===== config.mk =====
export PLATFORM = sky130hd
export DESIGN_NAME = unix_time_fat_timestamp_convert_core
export DESIGN_NICKNAME = d
export VERILOG_FILES = /design/src/sv/utfc_pkg.sv /design/src/sv/utfc_div.sv /design/src/sv/utfc_ctrl.sv /design/src/sv/utfc_dp.sv /design/src/sv/unix_time_fat_timestamp_convert_core.sv
export VERILOG_INCLUDE_DIRS = /design/src /design/src/sv
export SDC_FILE = /design/constraint.sdc
export NUM_CORES = 2
export LEC_CHECK = 0
export BUFFER_PORTS_ARGS = -buffer_cell sky130_fd_sc_hd__buf_2
export CAP_MARGIN = 20
export CORE_ASPECT_RATIO = 0.75
export CORE_MARGIN = 2
export CORE_UTILIZATION = 45
export DETAILED_ROUTE_END_ITERATION = 16
export SYNTH_ARGS = -nofsm -noshare
export SYNTH_HDL_FRONTEND = slang
export SYNTH_SLANG_ARGS = --single-unit

===== constraint.sdc =====
create_clock -name i_clk -period 10.8 [get_ports i_clk]
set_input_delay 1.08 -clock i_clk [delete_from_list [all_inputs] [get_ports i_clk]]
set_output_delay 1.08 -clock i_clk [all_outputs]
set_load 0.01 [all_outputs]

===== src/sv/unix_time_fat_timestamp_convert_core_macros.svh =====
// Assertion macros shared by the converter.
`ifndef UNIX_TIME_FAT_TIMESTAMP_CONVERT_CORE_MACROS_SVH
`define UNIX_TIME_FAT_TIMESTAMP_CONVERT_CORE_MACROS_SVH

// Same-cycle implication, checked out of reset.
`define UTFC_ASSERT_SAME(lbl, ante, cons, msg) \
    lbl: assert property (@(posedge i_clk) disable iff (!i_rst_n) (ante) |-> (cons)) \
        else $error(msg);

// Next-cycle implication, checked out of reset.
`define UTFC_ASSERT_NEXT(lbl, ante, cons, msg) \
    lbl: assert property (@(posedge i_clk) disable iff (!i_rst_n) (ante) |=> (cons)) \
        else $error(msg);

`endif


===== src/sv/utfc_pkg.sv =====
`default_nettype none
package utfc_pkg;

    localparam int DivW = 34;
    localparam int RemW = 17;

    localparam logic [RemW-1:0] SecPerDay   = 17'd86400;
    localparam logic [RemW-1:0] SecPerHour  = 17'd3600;
    localparam logic [RemW-1:0] SecPerMin   = 17'd60;
    localparam logic [RemW-1:0] DaysPerWeek = 17'd7;

    // A whole number of days, large enough to make any local time positive.
    localparam logic signed [34:0] DayBiasSec = 35'sd2160000000;
    localparam logic [16:0]        DayBias    = 17'd25000;
    localparam logic [33:0]        WdayBias   = 34'd7340036;
    localparam logic [10:0]        SundayBias = 11'd700;
    localparam logic [7:0]         EpochYear  = 8'd70;
    localparam logic [7:0]         FatYearBase = 8'd80;
    localparam logic signed [10:0] LeapCut    = 11'sd58;
    localparam logic [3:0]         LastMonth  = 4'd11;
    localparam logic signed [34:0] HourSec    = 35'sd3600;

    typedef enum logic [1:0] {
        CFG_MINUTES_WEST = 2'd0,
        CFG_DST_RULE     = 2'd1
    } t_cfg_idx;

    typedef enum logic [2:0] {
        RULE_NONE = 3'd0,
        RULE_USA  = 3'd1,
        RULE_AUS  = 3'd2,
        RULE_WEST = 3'd3,
        RULE_MID  = 3'd4,
        RULE_EAST = 3'd5
    } t_rule;

    typedef struct packed {
        logic signed [11:0] minutes_west;
        logic [2:0]         dst_rule;
    } t_cfg;

    typedef struct packed {
        logic               cmd;
        logic signed [31:0] unix_seconds;
        logic [15:0]        fat_time_in;
        logic [15:0]        fat_date_in;
    } t_in_word;

    typedef struct packed {
        logic [15:0]        fat_time_out;
        logic [15:0]        fat_date_out;
        logic signed [31:0] result_seconds;
        logic               fields_invalid;
        logic               dst_applied;
    } t_out_word;

    typedef enum logic [4:0] {
        OP_NONE, OP_LOAD, OP_T_INIT, OP_CT_INIT, OP_CT_YEAR, OP_CT_LEAP, OP_CT_MON,
        OP_CT_MDAY, OP_CT_H, OP_CT_M, OP_CT_S, OP_CT_OFF, OP_T_FROM_CT,
        OP_DIV_DAY, OP_GET_DAY, OP_DIV_HOUR, OP_GET_HOUR, OP_DIV_MIN, OP_GET_MIN,
        OP_DIV_WDAY, OP_GET_WDAY, OP_YEAR, OP_YDAY, OP_MONTH, OP_BEGEND, OP_FS_ADJ,
        OP_DIV_FSB, OP_GET_FSB, OP_DIV_FSE, OP_GET_FSE, OP_DST
    } t_op;

    typedef enum logic [5:0] {
        S_IDLE, S_DISPATCH, S_T_INIT, S_CT_INIT, S_CT_YEAR, S_CT_LEAP, S_CT_MON,
        S_CT_MDAY, S_CT_H, S_CT_M, S_CT_S, S_CT_OFF, S_T_FROM_CT,
        S_DAY_ST, S_DAY_WT, S_HOUR_ST, S_HOUR_WT, S_MIN_ST, S_MIN_WT,
        S_WD_ST, S_WD_WT, S_YEAR, S_YDAY, S_MONTH, S_BRANCH, S_BEGEND, S_FS_ADJ,
        S_FSB_ST, S_FSB_WT, S_FSE_ST, S_FSE_WT, S_DST, S_OUT
    } t_state;

    typedef struct packed {
        logic cmd;
        logic invalid;
        logic div_done;
        logic ct_year_done;
        logic ct_mon_done;
        logic year_done;
        logic month_done;
        logic rule_active;
        logic dst_on;
    } t_status;

    function automatic logic is_leap(input logic [7:0] y);
        return (y[1:0] == 2'b00);
    endfunction

    function automatic logic [8:0] year_len(input logic [7:0] y);
        return 9'd365 + 9'(is_leap(y));
    endfunction

    function automatic logic [4:0] month_len(input logic [3:0] m, input logic leap);
        logic [4:0] len;
        case (m)
            4'd1:    len = leap ? 5'd29 : 5'd28;
            4'd3, 4'd5, 4'd8, 4'd10: len = 5'd30;
            default: len = 5'd31;
        endcase
        return len;
    endfunction

endpackage
`default_nettype wire


===== src/sv/utfc_div.sv =====
`default_nettype none
module utfc_div (
    input  wire logic                        i_clk,
    input  wire logic                        i_rst_n,
    input  wire logic                        i_start,
    input  wire logic [utfc_pkg::DivW-1:0]   i_dividend,
    input  wire logic [utfc_pkg::RemW-1:0]   i_divisor,
    output logic                             o_done,
    output logic [utfc_pkg::DivW-1:0]        o_quotient,
    output logic [utfc_pkg::RemW-1:0]        o_remainder
);
    localparam int DivW = utfc_pkg::DivW;
    localparam int RemW = utfc_pkg::RemW;
    localparam int NumW = 27;
    localparam int MulW = 28;
    localparam int PrdW = NumW + MulW;

    // Each divisor is 2^p times a factor c. The quotient is ((x >> p) * ceil(2^k / c)) >> k,
    // which is exact for every 27-bit value of x >> p.
    localparam logic [MulW-1:0] RecipDay  = 28'd203613265;
    localparam logic [MulW-1:0] RecipHour = 28'd152709949;
    localparam logic [MulW-1:0] RecipMin  = 28'd143165577;
    localparam logic [MulW-1:0] RecipWeek = 28'd153391690;

    logic [2:0]      w_pre;
    logic [5:0]      w_post;
    logic [MulW-1:0] w_recip;

    logic            r_v_load;
    logic            r_v_prod;
    logic            r_v_quo;
    logic            r_done;
    logic [NumW-1:0] r_num;
    logic [MulW-1:0] r_recip;
    logic [5:0]      r_post;
    logic [RemW-1:0] r_dvs;
    logic [RemW-1:0] r_xlo;
    logic [PrdW-1:0] r_prod;
    logic [DivW-1:0] r_quo;
    logic [RemW-1:0] r_rem;

    always_comb begin
        case (i_divisor)
            utfc_pkg::SecPerDay: begin
                w_pre   = 3'd7;
                w_post  = 6'd37;
                w_recip = RecipDay;
            end
            utfc_pkg::SecPerHour: begin
                w_pre   = 3'd4;
                w_post  = 6'd35;
                w_recip = RecipHour;
            end
            utfc_pkg::SecPerMin: begin
                w_pre   = 3'd2;
                w_post  = 6'd31;
                w_recip = RecipMin;
            end
            default: begin
                w_pre   = 3'd0;
                w_post  = 6'd30;
                w_recip = RecipWeek;
            end
        endcase
    end

    always_ff @(posedge i_clk) begin
        if (!i_rst_n) begin
            r_v_load <= 1'b0;
            r_v_prod <= 1'b0;
            r_v_quo  <= 1'b0;
            r_done   <= 1'b0;
        end else begin
            r_v_load <= i_start;
            r_v_prod <= r_v_load;
            r_v_quo  <= r_v_prod;
            r_done   <= r_v_quo;
        end
    end

    always_ff @(posedge i_clk) begin
        if (i_start) begin
            r_num   <= NumW'(i_dividend >> w_pre);
            r_recip <= w_recip;
            r_post  <= w_post;
            r_dvs   <= i_divisor;
            r_xlo   <= i_dividend[RemW-1:0];
        end
        if (r_v_load) r_prod <= PrdW'(r_num) * PrdW'(r_recip);
        if (r_v_prod) r_quo  <= DivW'(r_prod >> r_post);
        if (r_v_quo)  r_rem  <= r_xlo - RemW'(r_quo[RemW-1:0] * r_dvs);
    end

    assign o_done      = r_done;
    assign o_quotient  = r_quo;
    assign o_remainder = r_rem;
endmodule
`default_nettype wire


===== src/sv/utfc_ctrl.sv =====
`default_nettype none
module utfc_ctrl (
    input  wire logic               i_clk,
    input  wire logic               i_rst_n,
    input  wire logic               i_start,
    input  wire utfc_pkg::t_status  i_status,
    output utfc_pkg::t_op           o_op,
    output logic                    o_busy,
    output logic                    o_done
);
    utfc_pkg::t_state r_state, n_state;
    logic             r_pass, n_pass;

    always_ff @(posedge i_clk) begin
        if (!i_rst_n) begin
            r_state <= utfc_pkg::S_IDLE;
            r_pass  <= 1'b0;
        end else begin
            r_state <= n_state;
            r_pass  <= n_pass;
        end
    end

    always_comb begin
        n_state = r_state;
        n_pass  = r_pass;
        case (r_state)
            utfc_pkg::S_IDLE: begin
                n_pass = 1'b0;
                if (i_start) n_state = utfc_pkg::S_DISPATCH;
            end
            utfc_pkg::S_DISPATCH: begin
                if (!i_status.cmd)        n_state = utfc_pkg::S_T_INIT;
                else if (i_status.invalid) n_state = utfc_pkg::S_OUT;
                else                      n_state = utfc_pkg::S_CT_INIT;
            end
            utfc_pkg::S_T_INIT:    n_state = utfc_pkg::S_DAY_ST;
            utfc_pkg::S_CT_INIT:   n_state = utfc_pkg::S_CT_YEAR;
            utfc_pkg::S_CT_YEAR:   if (i_status.ct_year_done) n_state = utfc_pkg::S_CT_LEAP;
            utfc_pkg::S_CT_LEAP:   n_state = utfc_pkg::S_CT_MON;
            utfc_pkg::S_CT_MON:    if (i_status.ct_mon_done) n_state = utfc_pkg::S_CT_MDAY;
            utfc_pkg::S_CT_MDAY:   n_state = utfc_pkg::S_CT_H;
            utfc_pkg::S_CT_H:      n_state = utfc_pkg::S_CT_M;
            utfc_pkg::S_CT_M:      n_state = utfc_pkg::S_CT_S;
            utfc_pkg::S_CT_S:      n_state = utfc_pkg::S_CT_OFF;
            utfc_pkg::S_CT_OFF:    n_state = utfc_pkg::S_T_FROM_CT;
            utfc_pkg::S_T_FROM_CT: n_state = utfc_pkg::S_DAY_ST;
            utfc_pkg::S_DAY_ST:    n_state = utfc_pkg::S_DAY_WT;
            utfc_pkg::S_DAY_WT:    if (i_status.div_done) n_state = utfc_pkg::S_HOUR_ST;
            utfc_pkg::S_HOUR_ST:   n_state = utfc_pkg::S_HOUR_WT;
            utfc_pkg::S_HOUR_WT:   if (i_status.div_done) n_state = utfc_pkg::S_MIN_ST;
            utfc_pkg::S_MIN_ST:    n_state = utfc_pkg::S_MIN_WT;
            utfc_pkg::S_MIN_WT:    if (i_status.div_done) n_state = utfc_pkg::S_WD_ST;
            utfc_pkg::S_WD_ST:     n_state = utfc_pkg::S_WD_WT;
            utfc_pkg::S_WD_WT:     if (i_status.div_done) n_state = utfc_pkg::S_YEAR;
            utfc_pkg::S_YEAR:      if (i_status.year_done) n_state = utfc_pkg::S_YDAY;
            utfc_pkg::S_YDAY:      n_state = utfc_pkg::S_MONTH;
            utfc_pkg::S_MONTH:     if (i_status.month_done) n_state = utfc_pkg::S_BRANCH;
            utfc_pkg::S_BRANCH: begin
                if (r_pass || !i_status.rule_active) n_state = utfc_pkg::S_OUT;
                else                                 n_state = utfc_pkg::S_BEGEND;
            end
            utfc_pkg::S_BEGEND:    n_state = utfc_pkg::S_FS_ADJ;
            utfc_pkg::S_FS_ADJ:    n_state = utfc_pkg::S_FSB_ST;
            utfc_pkg::S_FSB_ST:    n_state = utfc_pkg::S_FSB_WT;
            utfc_pkg::S_FSB_WT:    if (i_status.div_done) n_state = utfc_pkg::S_FSE_ST;
            utfc_pkg::S_FSE_ST:    n_state = utfc_pkg::S_FSE_WT;
            utfc_pkg::S_FSE_WT:    if (i_status.div_done) n_state = utfc_pkg::S_DST;
            utfc_pkg::S_DST: begin
                if (i_status.dst_on && !i_status.cmd) begin
                    n_pass  = 1'b1;
                    n_state = utfc_pkg::S_DAY_ST;
                end else begin
                    n_state = utfc_pkg::S_OUT;
                end
            end
            utfc_pkg::S_OUT:       n_state = utfc_pkg::S_IDLE;
            default:               n_state = utfc_pkg::S_IDLE;
        endcase
    end

    always_comb begin
        o_op   = utfc_pkg::OP_NONE;
        o_busy = (r_state != utfc_pkg::S_IDLE);
        o_done = (r_state == utfc_pkg::S_OUT);
        case (r_state)
            utfc_pkg::S_IDLE:      if (i_start) o_op = utfc_pkg::OP_LOAD;
            utfc_pkg::S_T_INIT:    o_op = utfc_pkg::OP_T_INIT;
            utfc_pkg::S_CT_INIT:   o_op = utfc_pkg::OP_CT_INIT;
            utfc_pkg::S_CT_YEAR:   if (!i_status.ct_year_done) o_op = utfc_pkg::OP_CT_YEAR;
            utfc_pkg::S_CT_LEAP:   o_op = utfc_pkg::OP_CT_LEAP;
            utfc_pkg::S_CT_MON:    if (!i_status.ct_mon_done) o_op = utfc_pkg::OP_CT_MON;
            utfc_pkg::S_CT_MDAY:   o_op = utfc_pkg::OP_CT_MDAY;
            utfc_pkg::S_CT_H:      o_op = utfc_pkg::OP_CT_H;
            utfc_pkg::S_CT_M:      o_op = utfc_pkg::OP_CT_M;
            utfc_pkg::S_CT_S:      o_op = utfc_pkg::OP_CT_S;
            utfc_pkg::S_CT_OFF:    o_op = utfc_pkg::OP_CT_OFF;
            utfc_pkg::S_T_FROM_CT: o_op = utfc_pkg::OP_T_FROM_CT;
            utfc_pkg::S_DAY_ST:    o_op = utfc_pkg::OP_DIV_DAY;
            utfc_pkg::S_DAY_WT:    if (i_status.div_done) o_op = utfc_pkg::OP_GET_DAY;
            utfc_pkg::S_HOUR_ST:   o_op = utfc_pkg::OP_DIV_HOUR;
            utfc_pkg::S_HOUR_WT:   if (i_status.div_done) o_op = utfc_pkg::OP_GET_HOUR;
            utfc_pkg::S_MIN_ST:    o_op = utfc_pkg::OP_DIV_MIN;
            utfc_pkg::S_MIN_WT:    if (i_status.div_done) o_op = utfc_pkg::OP_GET_MIN;
            utfc_pkg::S_WD_ST:     o_op = utfc_pkg::OP_DIV_WDAY;
            utfc_pkg::S_WD_WT:     if (i_status.div_done) o_op = utfc_pkg::OP_GET_WDAY;
            utfc_pkg::S_YEAR:      if (!i_status.year_done) o_op = utfc_pkg::OP_YEAR;
            utfc_pkg::S_YDAY:      o_op = utfc_pkg::OP_YDAY;
            utfc_pkg::S_MONTH:     if (!i_status.month_done) o_op = utfc_pkg::OP_MONTH;
            utfc_pkg::S_BEGEND:    o_op = utfc_pkg::OP_BEGEND;
            utfc_pkg::S_FS_ADJ:    o_op = utfc_pkg::OP_FS_ADJ;
            utfc_pkg::S_FSB_ST:    o_op = utfc_pkg::OP_DIV_FSB;
            utfc_pkg::S_FSB_WT:    if (i_status.div_done) o_op = utfc_pkg::OP_GET_FSB;
            utfc_pkg::S_FSE_ST:    o_op = utfc_pkg::OP_DIV_FSE;
            utfc_pkg::S_FSE_WT:    if (i_status.div_done) o_op = utfc_pkg::OP_GET_FSE;
            utfc_pkg::S_DST:       if (i_status.dst_on) o_op = utfc_pkg::OP_DST;
            default:               o_op = utfc_pkg::OP_NONE;
        endcase
    end
endmodule
`default_nettype wire


===== src/sv/utfc_dp.sv =====
`default_nettype none
module utfc_dp (
    input  wire logic                i_clk,
    input  wire logic                i_rst_n,
    input  wire utfc_pkg::t_op       i_op,
    input  wire utfc_pkg::t_in_word  i_word,
    input  wire utfc_pkg::t_cfg      i_cfg,
    output utfc_pkg::t_status        o_status,
    output utfc_pkg::t_out_word      o_word
);
    localparam int DivW = utfc_pkg::DivW;
    localparam int RemW = utfc_pkg::RemW;

    logic               r_cmd;
    logic signed [31:0] r_unix;
    logic [15:0]        r_ftime;
    logic [15:0]        r_fdate;
    logic signed [34:0] r_t;
    logic signed [16:0] r_day;
    logic [7:0]         r_y;
    logic [16:0]        r_hms;
    logic [4:0]         r_hour;
    logic [5:0]         r_min;
    logic [5:0]         r_sec;
    logic [8:0]         r_yday;
    logic [2:0]         r_wday;
    logic [3:0]         r_m;
    logic [8:0]         r_d;
    logic signed [10:0] r_beg;
    logic signed [10:0] r_end;
    logic               r_south;
    logic               r_dst;
    logic [31:0]        r_ct;
    logic [7:0]         r_i;

    logic [4:0]  f_sec2;
    logic [5:0]  f_min;
    logic [4:0]  f_hour;
    logic [4:0]  f_mday;
    logic [3:0]  f_mon;
    logic [7:0]  w_fyear;
    logic [3:0]  w_fmon0;
    logic        w_invalid;
    logic signed [18:0] w_off;

    logic               w_div_start;
    logic [DivW-1:0]    w_dividend;
    logic [RemW-1:0]    w_divisor;
    logic               w_div_done;
    logic [DivW-1:0]    w_quo;
    logic [RemW-1:0]    w_rem;

    logic signed [16:0] w_len_s;
    logic signed [16:0] w_lenm_s;
    logic [8:0]         w_mlen;
    logic signed [10:0] w_beg_raw;
    logic signed [10:0] w_end_raw;
    logic               w_south;
    logic               w_rule_active;
    logic signed [10:0] w_yd;
    logic               w_after_beg;
    logic               w_before_end;
    logic               w_on;
    logic [10:0]        w_fsb;
    logic [10:0]        w_fse;

    always_comb begin
        f_sec2    = r_ftime[4:0];
        f_min     = r_ftime[10:5];
        f_hour    = r_ftime[15:11];
        f_mday    = r_fdate[4:0];
        f_mon     = r_fdate[8:5];
        w_fyear   = utfc_pkg::FatYearBase + {1'b0, r_fdate[15:9]};
        w_fmon0   = f_mon - 4'd1;
        w_invalid = (f_mon == 4'd0) || (f_mon > 4'd12) || (f_mday == 5'd0) ||
                    (f_hour > 5'd23) || (f_min > 6'd59) || (f_sec2 > 5'd29);
        w_off     = 19'(i_cfg.minutes_west) * 19'sd60;
    end

    always_comb begin
        w_div_start = 1'b0;
        w_dividend  = 34'(r_hms);
        w_divisor   = utfc_pkg::SecPerHour;
        case (i_op)
            utfc_pkg::OP_DIV_DAY: begin
                w_div_start = 1'b1;
                w_dividend  = DivW'(r_t + utfc_pkg::DayBiasSec);
                w_divisor   = utfc_pkg::SecPerDay;
            end
            utfc_pkg::OP_DIV_HOUR: begin
                w_div_start = 1'b1;
            end
            utfc_pkg::OP_DIV_MIN: begin
                w_div_start = 1'b1;
                w_divisor   = utfc_pkg::SecPerMin;
            end
            utfc_pkg::OP_DIV_WDAY: begin
                w_div_start = 1'b1;
                w_dividend  = DivW'(r_day) + utfc_pkg::WdayBias;
                w_divisor   = utfc_pkg::DaysPerWeek;
            end
            utfc_pkg::OP_DIV_FSB: begin
                w_div_start = 1'b1;
                w_dividend  = DivW'(w_fsb);
                w_divisor   = utfc_pkg::DaysPerWeek;
            end
            utfc_pkg::OP_DIV_FSE: begin
                w_div_start = 1'b1;
                w_dividend  = DivW'(w_fse);
                w_divisor   = utfc_pkg::DaysPerWeek;
            end
            default: w_div_start = 1'b0;
        endcase
    end

    utfc_div u_div (
        .i_clk       (i_clk),
        .i_rst_n     (i_rst_n),
        .i_start     (w_div_start),
        .i_dividend  (w_dividend),
        .i_divisor   (w_divisor),
        .o_done      (w_div_done),
        .o_quotient  (w_quo),
        .o_remainder (w_rem)
    );

    always_comb begin
        w_len_s  = signed'(17'(utfc_pkg::year_len(r_y)));
        w_lenm_s = signed'(17'(utfc_pkg::year_len(r_y - 8'd1)));
        w_mlen   = 9'(utfc_pkg::month_len(r_m, utfc_pkg::is_leap(r_y)));
        w_fsb    = 11'(r_beg) - 11'(r_yday) + 11'(r_wday) + utfc_pkg::SundayBias;
        w_fse    = 11'(r_end) - 11'(r_yday) + 11'(r_wday) + utfc_pkg::SundayBias;
    end

    always_comb begin
        w_south       = 1'b0;
        w_rule_active = 1'b1;
        w_beg_raw     = 11'sd400;
        w_end_raw     = 11'sd0;
        case (i_cfg.dst_rule)
            utfc_pkg::RULE_USA: begin
                if (r_y == 8'd74) begin
                    w_beg_raw = 11'sd5;   w_end_raw = 11'sd333;
                end else if (r_y == 8'd75) begin
                    w_beg_raw = 11'sd58;  w_end_raw = 11'sd303;
                end else begin
                    w_beg_raw = 11'sd119; w_end_raw = 11'sd303;
                end
            end
            utfc_pkg::RULE_AUS: begin
                w_south = 1'b1;
                if (r_y == 8'd70) begin
                    w_beg_raw = 11'sd400; w_end_raw = 11'sd0;
                end else if (r_y == 8'd71) begin
                    w_beg_raw = 11'sd303; w_end_raw = 11'sd0;
                end else if (r_y == 8'd72) begin
                    w_beg_raw = 11'sd303; w_end_raw = 11'sd58;
                end else begin
                    w_beg_raw = 11'sd303; w_end_raw = 11'sd65;
                end
            end
            utfc_pkg::RULE_WEST: begin
                if (r_y >= 8'd83 && r_y <= 8'd85) begin
                    w_beg_raw = 11'sd86; w_end_raw = 11'sd303;
                end
            end
            utfc_pkg::RULE_MID, utfc_pkg::RULE_EAST: begin
                if (r_y >= 8'd83 && r_y <= 8'd85) begin
                    w_beg_raw = 11'sd86; w_end_raw = 11'sd272;
                end
            end
            default: w_rule_active = 1'b0;
        endcase
    end

    always_comb begin
        w_yd         = signed'({2'b00, r_yday});
        w_after_beg  = (w_yd > r_beg) || ((w_yd == r_beg) && (r_hour >= 5'd2));
        if (r_south) begin
            w_before_end = (w_yd < r_end) || ((w_yd == r_end) && (r_hour < 5'd2));
            w_on         = w_after_beg || w_before_end;
        end else begin
            w_before_end = (w_yd < r_end) || ((w_yd == r_end) && (r_hour < 5'd1));
            w_on         = w_after_beg && w_before_end;
        end
    end

    always_ff @(posedge i_clk) begin
        if (!i_rst_n) begin
            r_cmd <= 1'b0;
            r_dst <= 1'b0;
        end else begin
            case (i_op)
                utfc_pkg::OP_LOAD: begin
                    r_cmd <= i_word.cmd;
                    r_dst <= 1'b0;
                end
                utfc_pkg::OP_DST:  r_dst <= 1'b1;
                default:           r_dst <= r_dst;
            endcase
        end
    end

    always_ff @(posedge i_clk) begin
        case (i_op)
            utfc_pkg::OP_LOAD: begin
                r_unix  <= i_word.unix_seconds;
                r_ftime <= i_word.fat_time_in;
                r_fdate <= i_word.fat_date_in;
            end
            utfc_pkg::OP_T_INIT:    r_t <= 35'(r_unix) - 35'(w_off);
            utfc_pkg::OP_CT_INIT: begin
                r_ct <= '0;
                r_i  <= utfc_pkg::EpochYear;
            end
            utfc_pkg::OP_CT_YEAR: begin
                r_ct <= r_ct + 32'(utfc_pkg::year_len(r_i));
                r_i  <= r_i + 8'd1;
            end
            utfc_pkg::OP_CT_LEAP: begin
                if (utfc_pkg::is_leap(w_fyear) && (f_mon >= 4'd3)) r_ct <= r_ct + 32'd1;
                r_m <= '0;
            end
            utfc_pkg::OP_CT_MON: begin
                r_ct <= r_ct + 32'(utfc_pkg::month_len(r_m, 1'b0));
                r_m  <= r_m + 4'd1;
            end
            utfc_pkg::OP_CT_MDAY:   r_ct <= r_ct + 32'(f_mday) - 32'd1;
            utfc_pkg::OP_CT_H:      r_ct <= r_ct * 32'd24 + 32'(f_hour);
            utfc_pkg::OP_CT_M:      r_ct <= r_ct * 32'd60 + 32'(f_min);
            utfc_pkg::OP_CT_S:      r_ct <= r_ct * 32'd60 + 32'({f_sec2, 1'b0});
            utfc_pkg::OP_CT_OFF:    r_ct <= r_ct + 32'(w_off);
            utfc_pkg::OP_T_FROM_CT: r_t  <= 35'(signed'(r_ct)) - 35'(w_off);
            utfc_pkg::OP_GET_DAY: begin
                r_day <= signed'(w_quo[16:0] - utfc_pkg::DayBias);
                r_hms <= w_rem;
            end
            utfc_pkg::OP_GET_HOUR: begin
                r_hour <= w_quo[4:0];
                r_hms  <= w_rem;
            end
            utfc_pkg::OP_GET_MIN: begin
                r_min <= w_quo[5:0];
                r_sec <= w_rem[5:0];
            end
            utfc_pkg::OP_GET_WDAY: begin
                r_wday <= w_rem[2:0];
                r_y    <= utfc_pkg::EpochYear;
            end
            utfc_pkg::OP_YEAR: begin
                if (!r_day[16]) begin
                    r_day <= r_day - w_len_s;
                    r_y   <= r_y + 8'd1;
                end else begin
                    r_day <= r_day + w_lenm_s;
                    r_y   <= r_y - 8'd1;
                end
            end
            utfc_pkg::OP_YDAY: begin
                r_yday <= r_day[8:0];
                r_d    <= r_day[8:0];
                r_m    <= '0;
            end
            utfc_pkg::OP_MONTH: begin
                r_d <= r_d - w_mlen;
                r_m <= r_m + 4'd1;
            end
            utfc_pkg::OP_BEGEND: begin
                r_beg   <= w_beg_raw;
                r_end   <= w_end_raw;
                r_south <= w_south;
            end
            utfc_pkg::OP_FS_ADJ: begin
                if (r_beg >= utfc_pkg::LeapCut) r_beg <= r_beg + 11'(utfc_pkg::is_leap(r_y));
                if (r_end >= utfc_pkg::LeapCut) r_end <= r_end + 11'(utfc_pkg::is_leap(r_y));
            end
            utfc_pkg::OP_GET_FSB:   r_beg <= r_beg - signed'(11'(w_rem[2:0]));
            utfc_pkg::OP_GET_FSE:   r_end <= r_end - signed'(11'(w_rem[2:0]));
            utfc_pkg::OP_DST:       r_t   <= r_t + utfc_pkg::HourSec;
            default:                r_i   <= r_i;
        endcase
    end

    always_comb begin
        o_status.cmd          = r_cmd;
        o_status.invalid      = w_invalid;
        o_status.div_done     = w_div_done;
        o_status.ct_year_done = (r_i >= w_fyear);
        o_status.ct_mon_done  = (r_m >= w_fmon0);
        o_status.year_done    = !r_day[16] && (r_day < w_len_s);
        o_status.month_done   = (r_m == utfc_pkg::LastMonth) || (r_d < w_mlen);
        o_status.rule_active  = w_rule_active;
        o_status.dst_on       = w_on;
    end

    always_comb begin
        o_word = '0;
        if (!r_cmd) begin
            o_word.fat_time_out = {r_hour, r_min, r_sec[5:1]};
            o_word.fat_date_out = {r_y[6:0] - utfc_pkg::FatYearBase[6:0], r_m + 4'd1,
                                   r_d[4:0] + 5'd1};
            o_word.dst_applied  = r_dst;
        end else if (w_invalid) begin
            o_word.fields_invalid = 1'b1;
        end else begin
            o_word.result_seconds = signed'(r_dst ? (r_ct - 32'd3600) : r_ct);
            o_word.dst_applied    = r_dst;
        end
    end
endmodule
`default_nettype wire


===== src/sv/unix_time_fat_timestamp_convert_core.sv =====
// Channel   Direction  Handshake                     Payload
// command   in         i_start, o_busy               i_word (utfc_pkg::t_in_word)
// result    out        o_done (one-cycle strobe)     o_word (utfc_pkg::t_out_word)
// config    in         i_cfg_valid, o_cfg_ready      i_cfg_index, i_cfg_data
//
// One word is in flight at a time; o_busy stays high from acceptance to the result strobe.
// A word with rejected fields goes from dispatch straight to its strobe; any other word
// makes four, six or ten passes through the shared reciprocal divider and steps through
// each year and each month on the way.
// The synchronous reset clears the controller and both configuration registers.
// The result strobe lasts one cycle and the receiver cannot stall it; config is always ready.
`default_nettype none
`include "unix_time_fat_timestamp_convert_core_macros.svh"
module unix_time_fat_timestamp_convert_core (
    input  wire logic                 i_clk,
    input  wire logic                 i_rst_n,
    input  wire logic                 i_start,
    input  wire utfc_pkg::t_in_word   i_word,
    output logic                      o_busy,
    output logic                      o_done,
    output utfc_pkg::t_out_word       o_word,
    input  wire logic                 i_cfg_valid,
    output logic                      o_cfg_ready,
    input  wire logic [1:0]           i_cfg_index,
    input  wire logic [11:0]          i_cfg_data
);
    utfc_pkg::t_cfg    r_cfg;
    utfc_pkg::t_op     w_op;
    utfc_pkg::t_status w_status;

    assign o_cfg_ready = 1'b1;

    always_ff @(posedge i_clk) begin
        if (!i_rst_n) begin
            r_cfg <= '0;
        end else if (i_cfg_valid) begin
            case (i_cfg_index)
                utfc_pkg::CFG_MINUTES_WEST: r_cfg.minutes_west <= signed'(i_cfg_data);
                utfc_pkg::CFG_DST_RULE:     r_cfg.dst_rule     <= i_cfg_data[2:0];
                default:                    r_cfg              <= r_cfg;
            endcase
        end
    end

    utfc_ctrl u_ctrl (
        .i_clk    (i_clk),
        .i_rst_n  (i_rst_n),
        .i_start  (i_start),
        .i_status (w_status),
        .o_op     (w_op),
        .o_busy   (o_busy),
        .o_done   (o_done)
    );

    utfc_dp u_dp (
        .i_clk    (i_clk),
        .i_rst_n  (i_rst_n),
        .i_op     (w_op),
        .i_word   (i_word),
        .i_cfg    (r_cfg),
        .o_status (w_status),
        .o_word   (o_word)
    );

    `UTFC_ASSERT_NEXT(a_accept_busy, i_start && !o_busy, o_busy, "accepted word did not raise busy")
    `UTFC_ASSERT_SAME(a_done_busy, o_done, o_busy, "result strobe outside a conversion")
    `UTFC_ASSERT_NEXT(a_done_single, o_done, !o_done && !o_busy, "result strobe longer than a cycle")
    `UTFC_ASSERT_SAME(a_invalid_zero, o_done && o_word.fields_invalid, (o_word.result_seconds == 32'sd0) && !o_word.dst_applied, "rejected fields gave a non-zero result")
endmodule
`default_nettype wire

==> out/summary.txt <==
Post-synth ARST share: 0%
Int Pwr: 6.12 mW
max_cap viols: 0
Unique masters post-synth: 111
Syn. warnings: 0
clock-pin slew on the worst setup and hold paths: 0.07 ns
skew final: 0.0663 ns
Global Route Usage Sum: 28.6%
top cells by area, synth: fa_1 24%, edfxtp_1 19%, ha_1 14%
Critical Path Max Stage Delay: 0.84 ns
net switching power figure: 5.48 mW
Crit Path Max Fanout: 24
drt total wl: 207000 µm
via count: 49700
ant diodes: 0
post_cts resized: 0
VDD IR-drop max: 0.238 mV
Post-synth EDFFs: 395
FP Rows: 119
Worst EP arrival: 8.59 ns
failing checks: design-rule violations
critical path class: reg -> reg
Syn Std Cell Area: 63800 µm²
post-synth top area share: 23.7%
clock root buffer: clkbuf_16
final period utilization: 75.3%
HP Class: reg -> reg
CP startpoint kind: flip-flop
RSZ-0062 raised after global routing: no
Slew Limit Fails: 0
die area: 145000 µm²
placed insts: 8707
worst-margin pin slew: 1.25 ns
critical path's slowest cell: clkinv_1
Crit. End Element: flip-flop
DRC: 5
outcome: complete, but fails checks
largest net degree at the start of global routing: 65
die height: 330 µm
fin util: 48.7%
antenna violations before repair: 7
Core Box Area: 141000 µm²
RePlAce Congestion: 0.985
DRT antenna net count: 0
non-filler cells, final: 8808
synthesis-stage register bit count: 423
count leader, synth: inv_1
top cells by count, synth: 1179 x inv_1, 756 x fa_1, 719 x ha_1
WL/cell: 23.5 µm
pwr dens: 170 nW/µm²
vias in the first global route: 48700
NumNets Final: 8448
first-pass GRT wire length: 311000 µm
R2R Setup Slk: 2.66 ns
Fill cells: 13300
vias per std cell: 5.64
layout cell share with drive strength beyond 1: 5.93%
required time worst endpoint: 11.25 ns
total CTS buffers: 52
placed instance area: 66400 µm²
clk_lat worst skew: 0.70 ns
Post-CTS Hold Fix Bufs: 0
initial DRC count: 5042
CTS HTree Levels: 2
sequential-to-total area share from yosys stat: 19.5%
Net Sw Frac: 47.2%
slew margin rel.: 15.8%
final instance area: 68400 µm²
IO Port Bufs: 150
postcts setup bufs: 0
Bufs on Longest Clock Path: 3
die width: 439 µm
CP dominant cell by count: fa_1
Final Hold Viols: 0
syn avg cell area: 9.29 µm²
Max Clk Rate: 123 MHz
I/O pin cnt: 152
TNS Setup: 0 ns
DRT Pass-1 Iters: 12
HPWL after detailed placement: 172000 µm
global route overflow: 0
Leakage: 31.4 nW
Mapped Cells: 6863
Area growth syn-to-layout: 7.27%
Final Critical Period: 8.14 ns
Most used DFF post-synth: edfxtp_1
Clock Sinks: 423
Synth area leader: fa_1
register share of total power: 19.8%
Initial Util: 45.4%
Logic pwr share: 62.5%
CTS tree: built
syn nets: 8421
Clk network pwr share: 17.7%
Final setup violation count: 0
[through the flow]
stage | total power, mW | setup slack, ns | hold WS, ns
after floorplan | 7.72 | 2.82 | 0.400
after global placement | 9.31 | 2.84 | 0.403
after detailed placement | 9.39 | 2.73 | 0.405
after CTS | 11.5 | 2.71 | 0.403
after global routing | 12.4 | 2.17 | 0.418
final | 11.6 | 2.66 | 0.413
[cell usage in the layout (no fill, tap or decap), types with 20 or more instances in the layout]
master / Yosys / routed
and3_1: 51 / 51
nand3_1: 130 / 129
o21ai_0: 252 / 248
clkbuf_16: 0 / 52
o21a_1: 33 / 33
nor3_1: 101 / 100
xnor2_1: 348 / 348
and2_1: 215 / 215
o211ai_1: 33 / 33
or3_1: 24 / 24
fa_1: 756 / 756
inv_1: 1179 / 1178
buf_4: 2 / 61
xor2_1: 144 / 143
o221ai_1: 34 / 34
edfxtp_1: 395 / 395
buf_2: 15 / 151
o22ai_1: 72 / 72
nor2b_1: 76 / 76
nand4_1: 44 / 44
nand2_1: 521 / 521
mux2i_1: 72 / 72
dfxtp_1: 28 / 26
ha_1: 719 / 719
o21ai_1: 16 / 20
a21o_1: 95 / 95
a21oi_1: 339 / 338
a22oi_1: 21 / 21
nand2b_1: 54 / 54
nor2_1: 415 / 415
mux4_2: 21 / 21
a31oi_1: 39 / 39
o21bai_1: 48 / 48
a211oi_1: 42 / 42
[cell families after synthesis]
family	count (synthesis)	synth area share [%]
adders and majority gates	1475	37.8
buffers and inverters	1427	8.45
xor gates and xnor gates	492	6.76
and+or+nand+nor	1726	13.1
AOI/OAI and AO/OA	1209	12.2
muxes	110	2.17
other	1	0.00588
DFF	423	19.5
[routing by layer]
metal,vias to the layer above,GRT usage [%],routed length [µm]
li1,22900,-,-
met1,24500,45.4,101000
met2,2109,38.6,80400
met3,215,7.28,21400
met4,8,5.34,4080
met5,-,0,57
[area by class of cell]
cell class | instances | area [µm²] | share of cell area, %
multi-input combinational | 5013 | 46000 | 67.3
timing repair buffer | 215 | 1260 | 1.84
sequential | 423 | 12400 | 18.2
inverter | 1185 | 4450 | 6.50
clock buffer | 58 | 1340 | 1.96
clock inverter | 39 | 579 | 0.847
tap | 1875 | 2350 | 3.43
[sequential cells by signal (all words and copies together), names as in the netlist, 17 cells and up]
register and cells:
u_dp.u_div.r_num 27, u_dp.u_div.r_prod 55, u_dp.u_div.o_quotient 17, u_dp.r_unix 32, u_dp.r_hms 17, u_dp.r_t 34, u_dp.u_div.r_xlo 17, u_dp.r_day 17
u_dp.u_div.o_remainder 17, u_dp.r_ct 32
[worst max-delay path: cells and delay by family (launching register included)]
family / cells / cell delay (ns)
fa+ha+maj: 8 / 3.62
simple gates: 1 / 0.37
buf+inv: 7 / 1.49
flops: 1 / 0.33
compound gates: 10 / 2.01
xor+xnor: 1 / 0.09
[power by group through the flow]
stage	logic, mW	clock network, mW	registers, mW
3_5_place_dp	7.06	0	2.33
2_1_floorplan	5.51	0	2.21
3_3_place_gp	6.97	0	2.33
4_1_cts	7.12	2.09	2.30
6_report	7.25	2.06	2.30
5_1_grt	7.98	2.14	2.32
[worst paths after layout]
path,from,to,depth (start not counted)
setup reg to reg,u_dp.u_div.r_post[0],u_dp.u_div.r_prod[53],27
hold / removal,u_dp.u_div.o_remainder[7],u_dp.r_hms[7],0
hold reg to reg,u_dp.u_div.o_remainder[7],u_dp.r_hms[7],0
setup / recovery,u_dp.u_div.r_post[0],u_dp.u_div.r_prod[53],27
Power figures use the tool's default switching activity.
